<file path="src/design/present80_block_encrypt_top_assert.svh">
// ----------------------------------------------------------------------------
// PRESENT-80 encryptor assertion macros
// Concurrent checks on clk, disabled while rst_n is low.
// ----------------------------------------------------------------------------
`ifndef PRESENT80_BLOCK_ENCRYPT_TOP_ASSERT_SVH
`define PRESENT80_BLOCK_ENCRYPT_TOP_ASSERT_SVH

`ifndef SYNTHESIS

// same-cycle implication
`define PRS80_ASSERT_NOW(lbl, ante, cons) \
  lbl: assert property (@(posedge clk) disable iff (!rst_n) (ante) |-> (cons)) \
    else $error("prs80 assertion failed");

// next-cycle implication
`define PRS80_ASSERT_NXT(lbl, ante, cons) \
  lbl: assert property (@(posedge clk) disable iff (!rst_n) (ante) |=> (cons)) \
    else $error("prs80 assertion failed");

`else

`define PRS80_ASSERT_NOW(lbl, ante, cons)
`define PRS80_ASSERT_NXT(lbl, ante, cons)

`endif

`endif

</file>
<file path="src/design/prs80_pkg.sv">
// ----------------------------------------------------------------------------
// PRESENT-80 package
// Types, constants and round functions shared by the round cells and top.
// ----------------------------------------------------------------------------
package prs80_pkg;

  localparam int unsigned BLOCK_W  = 64;
  localparam int unsigned KEY_W    = 80;
  localparam int unsigned KEY_LO_W = 64;
  localparam int unsigned KEY_HI_W = 16;
  localparam int unsigned RC_W     = 5;
  localparam int unsigned ROUNDS   = 31;

  // data carried from cell to cell
  typedef struct packed {
    logic [BLOCK_W-1:0] state;
    logic [KEY_W-1:0]   key;
  } stage_t;

  // 4-bit S-box
  function automatic logic [3:0] sbox(input logic [3:0] x);
    logic [3:0] y;
    case (x)
      4'h0: y = 4'hC;
      4'h1: y = 4'h5;
      4'h2: y = 4'h6;
      4'h3: y = 4'hB;
      4'h4: y = 4'h9;
      4'h5: y = 4'h0;
      4'h6: y = 4'hA;
      4'h7: y = 4'hD;
      4'h8: y = 4'h3;
      4'h9: y = 4'hE;
      4'hA: y = 4'hF;
      4'hB: y = 4'h8;
      4'hC: y = 4'h4;
      4'hD: y = 4'h7;
      4'hE: y = 4'h1;
      default: y = 4'h2;
    endcase
    return y;
  endfunction

  // round key: top 64 bits of the key register
  function automatic logic [BLOCK_W-1:0] round_key(input logic [KEY_W-1:0] k);
    return k[KEY_W-1 -: BLOCK_W];
  endfunction

  // add round key, S-box layer, bit permutation
  function automatic logic [BLOCK_W-1:0] round_fn(input logic [BLOCK_W-1:0] s,
                                                   input logic [KEY_W-1:0]   k);
    logic [BLOCK_W-1:0] x;
    logic [BLOCK_W-1:0] y;
    logic [BLOCK_W-1:0] r;
    x = s ^ round_key(k);
    for (int n = 0; n < BLOCK_W / 4; n++) begin
      y[4*n +: 4] = sbox(x[4*n +: 4]);
    end
    for (int i = 0; i < BLOCK_W; i++) begin
      r[(i / 4) + (i % 4) * (BLOCK_W / 4)] = y[i];
    end
    return r;
  endfunction

  // key schedule: rotate left 61, S-box on top nibble, counter into 19..15
  function automatic logic [KEY_W-1:0] key_update(input logic [KEY_W-1:0] k,
                                                   input logic [RC_W-1:0]  rc);
    logic [KEY_W-1:0] t;
    t = {k[18:0], k[KEY_W-1:19]};
    t[KEY_W-1 -: 4] = sbox(t[KEY_W-1 -: 4]);
    t[19:15] = t[19:15] ^ rc;
    return t;
  endfunction

endpackage

</file>
<file path="src/design/prs80_round_cell.sv">
// ----------------------------------------------------------------------------
// PRESENT-80 round cell
// One cipher round and one key schedule step, registered, with local flow
// control so a bubble downstream is filled even when the tail is stalled.
// ----------------------------------------------------------------------------
module prs80_round_cell (
  input  logic                          clk,
  input  logic                          rst_n,
  input  logic [prs80_pkg::RC_W-1:0]    round_idx,
  input  logic                          up_valid,
  input  prs80_pkg::stage_t             up_data,
  output logic                          up_ready,
  output logic                          dn_valid,
  output prs80_pkg::stage_t             dn_data,
  input  logic                          dn_ready
);

  logic              valid_r;
  logic              valid_nxt;
  prs80_pkg::stage_t data_r;
  prs80_pkg::stage_t data_nxt;

  // cell may take a new request when empty or when its content moves on
  assign up_ready = !valid_r || dn_ready;

  // round datapath
  always_comb begin
    data_nxt.state = prs80_pkg::round_fn(up_data.state, up_data.key);
    data_nxt.key   = prs80_pkg::key_update(up_data.key, round_idx);
    valid_nxt      = up_ready ? up_valid : valid_r;
  end

  always_ff @(posedge clk) begin
    if (!rst_n) begin
      valid_r <= 1'b0;
    end else begin
      valid_r <= valid_nxt;
    end
  end

  // payload: no reset
  always_ff @(posedge clk) begin
    if (up_ready && up_valid) begin
      data_r <= data_nxt;
    end
  end

  assign dn_valid = valid_r;
  assign dn_data  = data_r;

endmodule

</file>
<file path="config.mk">
export PLATFORM = sky130hd
export DESIGN_NAME = prs80_round_cell
export DESIGN_NICKNAME = d
export VERILOG_FILES = /design/src/design/present80_block_encrypt_top_assert.svh /design/src/design/prs80_pkg.sv /design/src/design/prs80_round_cell.sv
export SDC_FILE = /design/constraint.sdc
export NUM_CORES = 1
export LEC_CHECK = 0
export ABC_AREA = 0
export BUFFER_PORTS_ARGS = -buffer_cell sky130_fd_sc_hd__clkbuf_2
export CAP_MARGIN = 5
export CORE_MARGIN = 2
export CORE_UTILIZATION = 49
export DETAILED_ROUTE_END_ITERATION = 12
export PLACE_DENSITY = 0.8
export SLEW_MARGIN = 10
export SYNTH_ARGS = -nofsm -noshare
export SYNTH_HDL_FRONTEND = slang
export SYNTH_SLANG_ARGS = --single-unit
</file>
<file path="constraint.sdc">
create_clock -name clk -period 4.7 [get_ports clk]
set_input_delay 0.47 -clock clk [delete_from_list [all_inputs] [get_ports clk]]
set_output_delay 0.47 -clock clk [all_outputs]
set_load 0.02 [all_outputs]
</file>
# Word level (Yosys, flattened, before mapping)
# Memory sizes are Yosys's and may differ from the RTL's. A register that Yosys moved wholly into a read port is not among the register bits.
# Cells that the tools add are included.
# totals
ff_bits,81
romBits,1088
n_memories,17
# op_classes
n_bitwise,2
reduce_logical,3
# memory_table
memory,words,width,read_ports,rd_ports_with_merged_regs,write_ports,line_no,source
(name not given),16,4,1,1,0,prs80_pkg.sv:23,case (x)
(name not given),16,4,1,1,0,prs80_pkg.sv:23,
(name not given),16,4,1,1,0,prs80_pkg.sv:23,
(name not given),16,4,1,1,0,prs80_pkg.sv:23,
(name not given),16,4,1,1,0,prs80_pkg.sv:23,
(name not given),16,4,1,1,0,prs80_pkg.sv:23,
+11 memories,n/a,n/a,n/a,n/a,n/a,n/a,
# op_table
op,n
$xor 64x64->64,1
$xor 5x5->5,1
$logic_and 1x1->1,1
$logic_not 1->1,1
$logic_or 1x1->1,1

# Longest topological paths before layout
# Gate-level depths: netlist of run 1.
# logic_depth
ltp_word,3
mapped_depth,6

# Worst setup path after synthesis of run 1
# Ideal clock, no wire load.
# synth_path
kind,in2reg
start,input port dn_ready
end,register data_r (netlist bit dn_data[0]) (enable)
arrival_ns,4.065
required_time_ns,4.180
slack_ns,0.114
stages,2
n_path_buf,0
cell_sequence,nand2b_1 and2_1
# synth_via
elab_chain_cells,2
# synth_rtl
item,line_no,source
"start, declared",prs80_round_cell.sv:15,input logic dn_ready
$logic_or 1x1->1,prs80_round_cell.sv:24,assign up_ready = !valid_r || dn_ready;
$logic_and 1x1->1,prs80_round_cell.sv:43,if (up_ready && up_valid) begin
"end signal, assigned",prs80_round_cell.sv:44,data_r <= data_nxt;
"end, declared",prs80_round_cell.sv:20,prs80_pkg::stage_t data_r;
# Every way passes these cells.
# A chain may end at the register's enable or synchronous reset.

# Final worst setup path of run 1
# layout_path
start,register valid_r (netlist: dn_valid)
end,register dn_data[118] (netlist name)
# layout_via
elab_chain_cells,3
# layout_rtl
item,line_no,source
"start, declared",prs80_round_cell.sv:18,logic valid_r;
"start signal, assigned",prs80_round_cell.sv:37,valid_r <= valid_nxt;
$logic_not 1->1,prs80_round_cell.sv:24,
$logic_or 1x1->1,prs80_round_cell.sv:24,
$logic_and 1x1->1,prs80_round_cell.sv:43,
# Every way passes these cells.

==> reports/results.ini, run 1 <==
[status]
status=finished, final reports clean

[worst_hold_path]
hp-class=primary input to register
min_path_cells=1
hold_end=dn_data[71]
hold_path.startpoint=up_data[10]

[final_layout]
drive_gt1_frac=0.464
nets=1018
area_growth_pct=30.2
antenna_cells=0

[setup_path]
cp_max_fo=78
crit_arrival_ns=2.11
reg2regPathDepth=3
r2r_slack_ns=2.65
cp-end-kind=register
required_ns=4.76
reg2reg_to=dn_data[118]
criticalPathCategory=register to register
regToRegStartpoint=dn_valid
start_kind=register

[yosys]
synth_top_area_share=0.566
yosysWarnings=0
synth.avg_cell_area_um2=15.4
synthesis.nets=702
syn_area_um2=7640
synth.area.top_cells=edfxtp_1 (57%), ha_1 (8.7%), mux2i_1 (5.8%), mux4_2 (5.3%), xnor2_1 (4.8%)
synth_edf_count=144
yosysTopAreaCell=edfxtp_1
synth_seq_area_share=0.568
netlist_instances=496
async_reset_ff_frac=0
synth.distinct_cells=34
synthFlopType=edfxtp_1
synth.ff_latch_count=145

[sta]
tns_ns=0
final-hold-violation-count=0
relSlewSlack=0.399
slew_violations=0
finalClockSkew_ns=0.00610
tightest_slew_ns=0.902
period_needed_ns=2.05
clock.fmax_mhz=488
period_share=0.436
setup_viol_count_final=0
grt_setup_unrepaired=no

[detailed_routing]
wirelength_um=17000
drc_errors=0
avgViaCountPerCell=5.20
drt-initial-drc-count=252
drt_first_pass_iters=4
vias=5254
wl_per_cell_um=16.9
drtAntennaViolNets=0

[grt]
grt_antenna_before_repair=1
grt_max_degree=79
grt_pass1_vias=5443
grt_pass1_wl_um=25800
gr-total-overflow=0
track_usage=0.203

[clock_network]
cts.sinks=145
clockBufferDepth=2
cts_tree=done
htreeDepth=4
cts_setup_buffers=0
clk_latency_ns=0.41
ctsHoldBuffers=0
clk_pin_slew_ns=0.06
cts_root_buffer=clkbuf_16
cts_made_buffers=17
ctsResizeCount=0

[power]
peakVddDrop_v=0.000238
powerDensity_nw_per_um2=389
p_total_mw=3.88
power.leakage_nw=4.47

[die]
core_um2=15200
chipWidth_um=129
placementRows=45
start_util=0.503
die_y_um=129
die_area_um2=16600
num_io_pins=299

[placement]
portBuffers=298
routabilityCongestion=0.801
hpwl_um=13400

[run]
cap_violations=0

-- cell usage after synthesis, drive strengths merged (2+ instances only) --
cell,number
o221a,14
o211ai,13
edfxtp,144
nor3,2
nand2,4
ha,53
o21a,2
mux2,3
inv,65
mux4,19
xnor2,49
mux2i,44
buf,2
xor2,39
nand3,14
o21ai,17
-- routing by layer --
layer  global-route usage  part of all wire
met3               0.0786             0.086
met4               0.0818             0.025
met2                0.376              0.54
met1                0.205              0.35
met5                    0                 0
-- critical path, stage by stage (launching register included) --
cell      delay, ns
dfxtp_1        0.31
nand2b_1       0.11
and2_4         0.73
buf_12         0.45
-- kinds of logic (layout without fill, tap and decap cells) --
logic type                 count (synthesis)  count (layout)  share of synthesized area
buffers and inverters                     67             394                     0.0336
muxes                                     66              66                      0.119
AOI/OAI and AO/OA                         52              52                     0.0527
DFF                                      145             145                      0.568
xor gates and xnor gates                  88              88                      0.123
and+or+nand+nor                           25              25                     0.0164
adders and majority gates                 53              53                     0.0867
-- sequential cells by signal, summed over array words and instances, names as in the netlist --
register / cells
dn_data: 144
dn_valid: 1
-- report_power, final --
group	total (mW)	switching, mW	internal, mW
Combinational	0.920	0.544	0.377
Sequential	1.63	0.0335	1.60
Clock	1.33	0.502	0.825
-- stage by stage --
| step | instances | utilization | setup slack (ns) | instance area [um^2] | hold WS, ns |
|---|---|---|---|---|---|
| final | 1011 | 0.655 | 2.65 | 9960 | 0.226 |
| after CTS | 1011 | 0.655 | 2.65 | 9960 | 0.211 |
| after global placement | 981 | 0.617 | 2.46 | 9380 | 0.517 |
| after global routing | 1011 | 0.655 | 2.53 | 9960 | 0.209 |
| after detailed placement | 981 | 0.617 | 2.36 | 9380 | 0.570 |
| after floorplan | 496 | - | 0.114 | 7640 | 0.569 |
-- worst max-delay path by stage --
| stage | startpoint | endpoint | slack (ns) | cells after the start |
|---|---|---|---|---|
| after floorplan | dn_ready | dn_data[0] | 0.11 | 2 |
| after global placement | dn_ready | dn_data[134] | 2.46 | 4 |
| after detailed placement | dn_ready | dn_data[118] | 2.36 | 4 |
| after CTS | dn_valid | dn_data[102] | 2.65 | 3 |
| after global routing | dn_valid | dn_data[118] | 2.53 | 3 |
| final | dn_valid | dn_data[118] | 2.65 | 3 |
-- cell usage in the layout, fill, tap and decap left out, types with 2 or more instances in the layout --
master and instances:
bufinv_16 3, clkbuf_1 2, clkbuf_16 17, clkbuf_2 298, clkinv_1 2, clkinv_2 2, clkinv_4 3, edfxtp_1 144
ha_1 53, inv_1 65, mux2_4 2, mux2i_1 44, mux4_2 18, nand2_1 4, nand3_1 14, nor3_1 2
o211ai_1 13, o21a_1 2, o21ai_0 17, o221a_2 14, xnor2_1 42, xnor2_2 6, xor2_1 25, xor2_2 14
-- final cells by class --
type                    instances  area, um^2
fillers                      1147        5250
flip-flops and latches        145        4340
multi-input cells             284        3050
repair buffers                299        1510
clock buffers                  19         433
inverters                      65         244
well taps                     188         235
clock inverters                11         141
No activity file was read; power rests on OpenSTA's default activity.
==> inputs of run 2 (changes only) <==
CORE_UTILIZATION = 45   (was 49)
PLACE_DENSITY = 0.78   (was 0.8)
clock period = 1.75 ns   (was 4.7 ns; I/O delays follow)
==> run 2 against run 1 <==
  * Global-route usage grew 0.14 points
  * Final area rose by 12%
  * First-iteration DRC count decreased by 14%
  * Critical path depth rose by 2
  * Clock power rose to 2.9 times the previous value
  * Sequential power grew to 2.7 times the previous value
  * Wire length increased by 10%
  * Hold slack worse by 0.20 ns
==> reports/results.ini, run 2 (synthesis results as in run 1) <==
[status]
status=finished, final reports clean  ; unchanged

[placement]
routabilityCongestion=0.819  ; was 0.801
portBuffers=298  ; unchanged
post-place-ws_ns=-0.136  ; was 2.36 ns
hpwl_um=13500  ; was 13400 um

[sta]
period_share=0.986
clock.fmax_mhz=580
tightest_slew_ns=0.528  ; was 0.902 ns
final-hold-violation-count=0  ; unchanged
slew_violations=0  ; unchanged
period_needed_ns=1.72
finalClockSkew_ns=0.0112  ; was 0.00610 ns
relSlewSlack=0.646  ; was 0.399
finalWorstSetupSlack_ns=0.0251  ; was 2.65 ns
setup_viol_count_final=0  ; unchanged

[die]
start_util=0.461  ; was 0.503
die_area_um2=18000  ; was 16600 um^2
die_y_um=134  ; was 129 um
placementRows=47  ; was 45
chipWidth_um=134  ; was 129 um
core_um2=16600  ; was 15200 um^2
num_io_pins=299  ; unchanged

[detailed_routing]
wl_per_cell_um=16.2  ; was 16.9 um
wirelength_um=18800  ; was 17000 um
vias=5656  ; was 5254
drt_first_pass_iters=4  ; unchanged
drt-initial-drc-count=217  ; was 252
drtAntennaViolNets=0  ; unchanged
drc_errors=0  ; unchanged
avgViaCountPerCell=4.88  ; was 5.20

[clock_network]
cts_tree=done  ; unchanged
htreeDepth=4  ; unchanged
cts_root_buffer=clkbuf_16  ; unchanged
cts_made_buffers=17  ; unchanged
clk_pin_slew_ns=0.06  ; about the same
cts.sinks=145  ; unchanged
clk_latency_ns=0.42  ; was 0.41 ns
clockBufferDepth=2  ; unchanged

[grt]
track_usage=0.205  ; was 0.203
grt_max_degree=54  ; was 79
grt_antenna_before_repair=0  ; was 1
gr-total-overflow=0  ; unchanged
grt_pass1_vias=5848  ; was 5443
grt_pass1_wl_um=28500  ; was 25800 um

[run]
cap_violations=0  ; unchanged

[final_layout]
utilization=0.673  ; was 0.655
drive_gt1_frac=0.462  ; was 0.464
final_cell_mix=clkbuf_2 (298), edfxtp_1 (144), dlygate4sd3_1 (72)  ; was clkbuf_2 (298), edfxtp_1 (144), inv_1 (65)
n_fill_cell=1185  ; was 1147
final_common_cell=clkbuf_2  ; unchanged
area_growth_pct=45.9  ; was 30.2%
largest_reg_flops=144  ; unchanged
nets=1133  ; was 1018
antenna_cells=0  ; unchanged

[setup_path]
reg2reg_to=dn_data[7]  ; was dn_data[118]
crit_arrival_ns=1.88  ; was 2.11 ns
r2r_slack_ns=0.37  ; was 2.65 ns
criticalPathCategory=primary input to register  ; was register to register
cp-end-kind=register  ; unchanged
start_kind=primary input  ; was register
cp_max_fo=2  ; was 78
required_ns=1.90  ; was 4.76 ns
regToRegStartpoint=dn_valid  ; unchanged
reg2regPathDepth=3  ; unchanged

[worst_hold_path]
hold_end=dn_data[60]  ; was dn_data[71]
hp-class=primary input to register  ; unchanged
min_path_cells=1  ; unchanged
hold_path.startpoint=up_data[79]  ; was up_data[10]

[power]
peakVddDrop_v=0.000624  ; was 0.000238 V
power.leakage_nw=5.03  ; was 4.47 nW
powerDensity_nw_per_um2=982  ; was 389 nW/um^2

-- run 2: changes by cell type in the layout (fill, tap and decap cells not counted), moves of 2 or more --
cell / change
xor2_2: +4
inv_6: +2
dlygate4sd3_1: +72
buf_4: +41
xor2_1: -4
buf_12: +2
-- run 2: layout make-up --
type,count,area [um^2],area share
flip-flops and latches,145,4350,0.390
repair buffers,414,2580,0.231
clock buffers,18,429,0.0385
multi-input cells,284,3090,0.277
clock inverters,14,188,0.0168
well taps,220,275,0.0247
inverters,65,244,0.0219
-- run 2: worst max-delay path, cell delays in order --
cell and delay (ns):
dlygate4sd3_1 0.56, clkbuf_2 0.15, xor2_2 0.20, ha_1 0.32, mux4_2 0.47
-- run 2: worst max-delay path by stage --
stage                            from            to  slack (ns)
after global placement    up_data[33]   dn_data[84]       -0.03
final                     up_data[44]  dn_data[119]        0.03
after global routing      up_data[24]  dn_data[114]       -0.01
after detailed placement  up_data[25]  dn_data[114]       -0.14
after floorplan              dn_valid    dn_data[0]       -0.20
after CTS                 up_data[24]  dn_data[114]       0.003
-- run 2: report_power, final --
group	leakage [nW]	switching (mW)	total, mW	internal [mW]
Clock	0.297	1.43	3.81	2.38
Sequential	1.40	0.0927	4.37	4.28
Combinational	3.33	1.52	2.77	1.24
-- run 2: through the flow --
stage / hold WS [ns] / total power [mW] / cells / cell area [um^2] / setup TNS, ns
2_1_floorplan: 0.274 / 6.06 / 496 / 7660 / -28.81
6_report: 0.0223 / 11.0 / 1160 / 11200 / 0
3_3_place_gp: 0.352 / 6.98 / 1056 / 9780 / -0.0738
4_1_cts: 0.0106 / 11.0 / 1160 / 11100 / 0
3_5_place_dp: 0.354 / 7.06 / 1056 / 9780 / -0.342
5_1_grt: 0.0116 / 11.4 / 1160 / 11200 / -0.0131
-- run 2: metal layers --
metal	vias to the layer above	part of all wire	global-route usage
li1	2698	-	-
met1	2707	0.36	0.213
met2	229	0.53	0.381
met3	22	0.083	0.0722
met4	0	0.022	0.0708
met5	-	0	0
-- run 2: what timing repair did --
action	CTS	global route
setup endpoints to repair	0	7
buffers inserted	0	0
gates resized for setup	0	5
hold buffers	72	0
hold endpoints to repair	71	0
==> inputs of run 3 (changes only) <==
PLACE_DENSITY = unset   (was 0.78)
PLACE_DENSITY_LB_ADDON = 0.1   (was unset)
==> run 3 against run 2 <==
  * Register-to-register slack worse by 0.02 ns
  * Highest routed layer unchanged
  * Sequential share of layout area rose by 0.37 points
  * Fmax up 0.87%
  * Critical path type unchanged
==> reports/results.ini, run 3 (synthesis results as in run 1) <==
[final_layout]
final_common_cell=clkbuf_2  ; unchanged
multi_input_area_um2=3100  ; was 3090 um^2
antenna_cells=0  ; unchanged
ff_latch_area_um2=4350  ; unchanged
drive_gt1_frac=0.457  ; was 0.462
utilization=0.666  ; was 0.673
largest_reg_flops=144  ; unchanged
area_growth_pct=44.5  ; was 45.9%
n_fill_cell=1246  ; was 1185
nets=1127  ; was 1133
fin_area_um2=11100  ; was 11200 um^2
final_cell_mix=clkbuf_2 (297), edfxtp_1 (144), dlygate4sd3_1 (73)  ; was clkbuf_2 (298), edfxtp_1 (144), dlygate4sd3_1 (72)

[clock_network]
cts_root_buffer=clkbuf_16  ; unchanged
cts_setup_buffers=0  ; unchanged
clk_latency_ns=0.41  ; was 0.42 ns
cts_made_buffers=17  ; unchanged
clk_pin_slew_ns=0.06  ; about the same
cts_tree=done  ; unchanged
cts.sinks=145  ; unchanged
htreeDepth=4  ; unchanged
clockBufferDepth=2  ; unchanged

[sta]
finalClockSkew_ns=0.00785  ; was 0.0112 ns
period_needed_ns=1.71  ; was 1.72 ns
clock.fmax_mhz=585  ; was 580 MHz
relSlewSlack=0.561  ; was 0.646
finalWorstSetupSlack_ns=0.0400  ; was 0.0251 ns
setup_viol_count_final=0  ; unchanged
period_share=0.977  ; was 0.986
slew_violations=0  ; unchanged
grt_setup_unrepaired=no
final-hold-violation-count=0  ; unchanged
tightest_slew_ns=0.654  ; was 0.528 ns
tns_ns=0  ; unchanged

[grt]
grt_pass1_wl_um=28100  ; was 28500 um
grt_antenna_before_repair=0  ; unchanged
gr-total-overflow=0  ; unchanged
grt_pass1_vias=5814  ; was 5848
track_usage=0.200  ; was 0.205
grt_max_degree=59  ; was 54

[placement]
routabilityCongestion=0.787  ; was 0.819
post-place-ws_ns=-0.171  ; was -0.136 ns
portBuffers=298  ; unchanged
placed_area_um2=9730  ; was 9780 um^2
hpwl_um=13500  ; about the same

[power]
powerDensity_nw_per_um2=954  ; was 982 nW/um^2
peakVddDrop_v=0.000636  ; was 0.000624 V
p_total_mw=10.5  ; was 11.0 mW
power.leakage_nw=4.97  ; was 5.03 nW

[run]
cap_violations=0  ; unchanged

[setup_path]
criticalPathCategory=primary input to register  ; unchanged
r2r_slack_ns=0.35  ; was 0.37 ns
cp-end-kind=register  ; unchanged
required_ns=1.90  ; about the same
reg2regPathDepth=3  ; unchanged
crit_arrival_ns=1.86  ; was 1.88 ns
cp_max_fo=2  ; unchanged
regToRegStartpoint=dn_valid  ; unchanged
reg2reg_to=dn_data[18]  ; was dn_data[7]
start_kind=primary input  ; unchanged
crit_start=up_data[52]  ; was up_data[44]

[detailed_routing]
drt-initial-drc-count=239  ; was 217
drt_first_pass_iters=6  ; was 4
drc_errors=0  ; unchanged
drtAntennaViolNets=0  ; unchanged
vias=5563  ; was 5656
wl_per_cell_um=15.6  ; was 16.2 um
avgViaCountPerCell=4.83  ; was 4.88
wirelength_um=17900  ; was 18800 um

[die]
start_util=0.461  ; unchanged
core_um2=16600  ; unchanged
die_y_um=134  ; unchanged
chipWidth_um=134  ; unchanged
die_area_um2=18000  ; unchanged
placementRows=47  ; unchanged
num_io_pins=299  ; unchanged

[worst_hold_path]
min_path_cells=2  ; was 1
hold_path.startpoint=round_idx[0]  ; was up_data[79]
hold_end=dn_data[15]  ; was dn_data[60]
hp-class=primary input to register  ; unchanged

[status]
status=finished, final reports clean  ; unchanged

[run 3: repair_timing]
action / 4_1_cts / 5_1_grt
gates resized for setup: 0 / 6
hold endpoints to repair: 72 / 0
hold buffers: 73 / 0
setup endpoints to repair: 0 / 4
[run 3: power breakdown]
group | internal (mW) | switching (mW)
combinational | 1.23 | 1.51
sequential | 4.28 | 0.0882
clock | 2.06 | 1.37
total | 7.57 | 2.97
[run 3: routing by layer]
metal	GRT usage	wire, um	vias up
li1	-	-	2682
met1	0.220	6950	2657
met2	0.370	9420	196
met3	0.0510	1160	28
met4	0.0731	382	0
met5	0	0	-
[run 3: worst max-delay path, cell delays in order]
cell	delay (ns)
dlygate4sd3_1	0.54
clkbuf_2	0.12
xor2_1	0.26
ha_1	0.29
mux4_2	0.47
[run 3: area by class of cell]
cell class / count / area share
flip-flops and latches: 145 / 0.393
multi-input cells: 284 / 0.280
repair buffers: 408 / 0.230
clock buffers: 18 / 0.0388
well taps: 220 / 0.0249
inverters: 65 / 0.0221
clock inverters: 12 / 0.0109
[run 3: how the worst max path moves through the flow]
stage                   end
3_3_place_gp    dn_data[84]
5_1_grt        dn_data[121]
2_1_floorplan    dn_data[0]
4_1_cts        dn_data[115]
6_report       dn_data[121]
3_5_place_dp    dn_data[84]
[run 3: metrics by stage]
step / hold slack [ns] / instances
detailed placement: 0.354 / 1049
floorplan: 0.274 / 496
global route: 0.0580 / 1152
finish: 0.0641 / 1152
global placement: 0.352 / 1049
CTS: 0.0518 / 1152
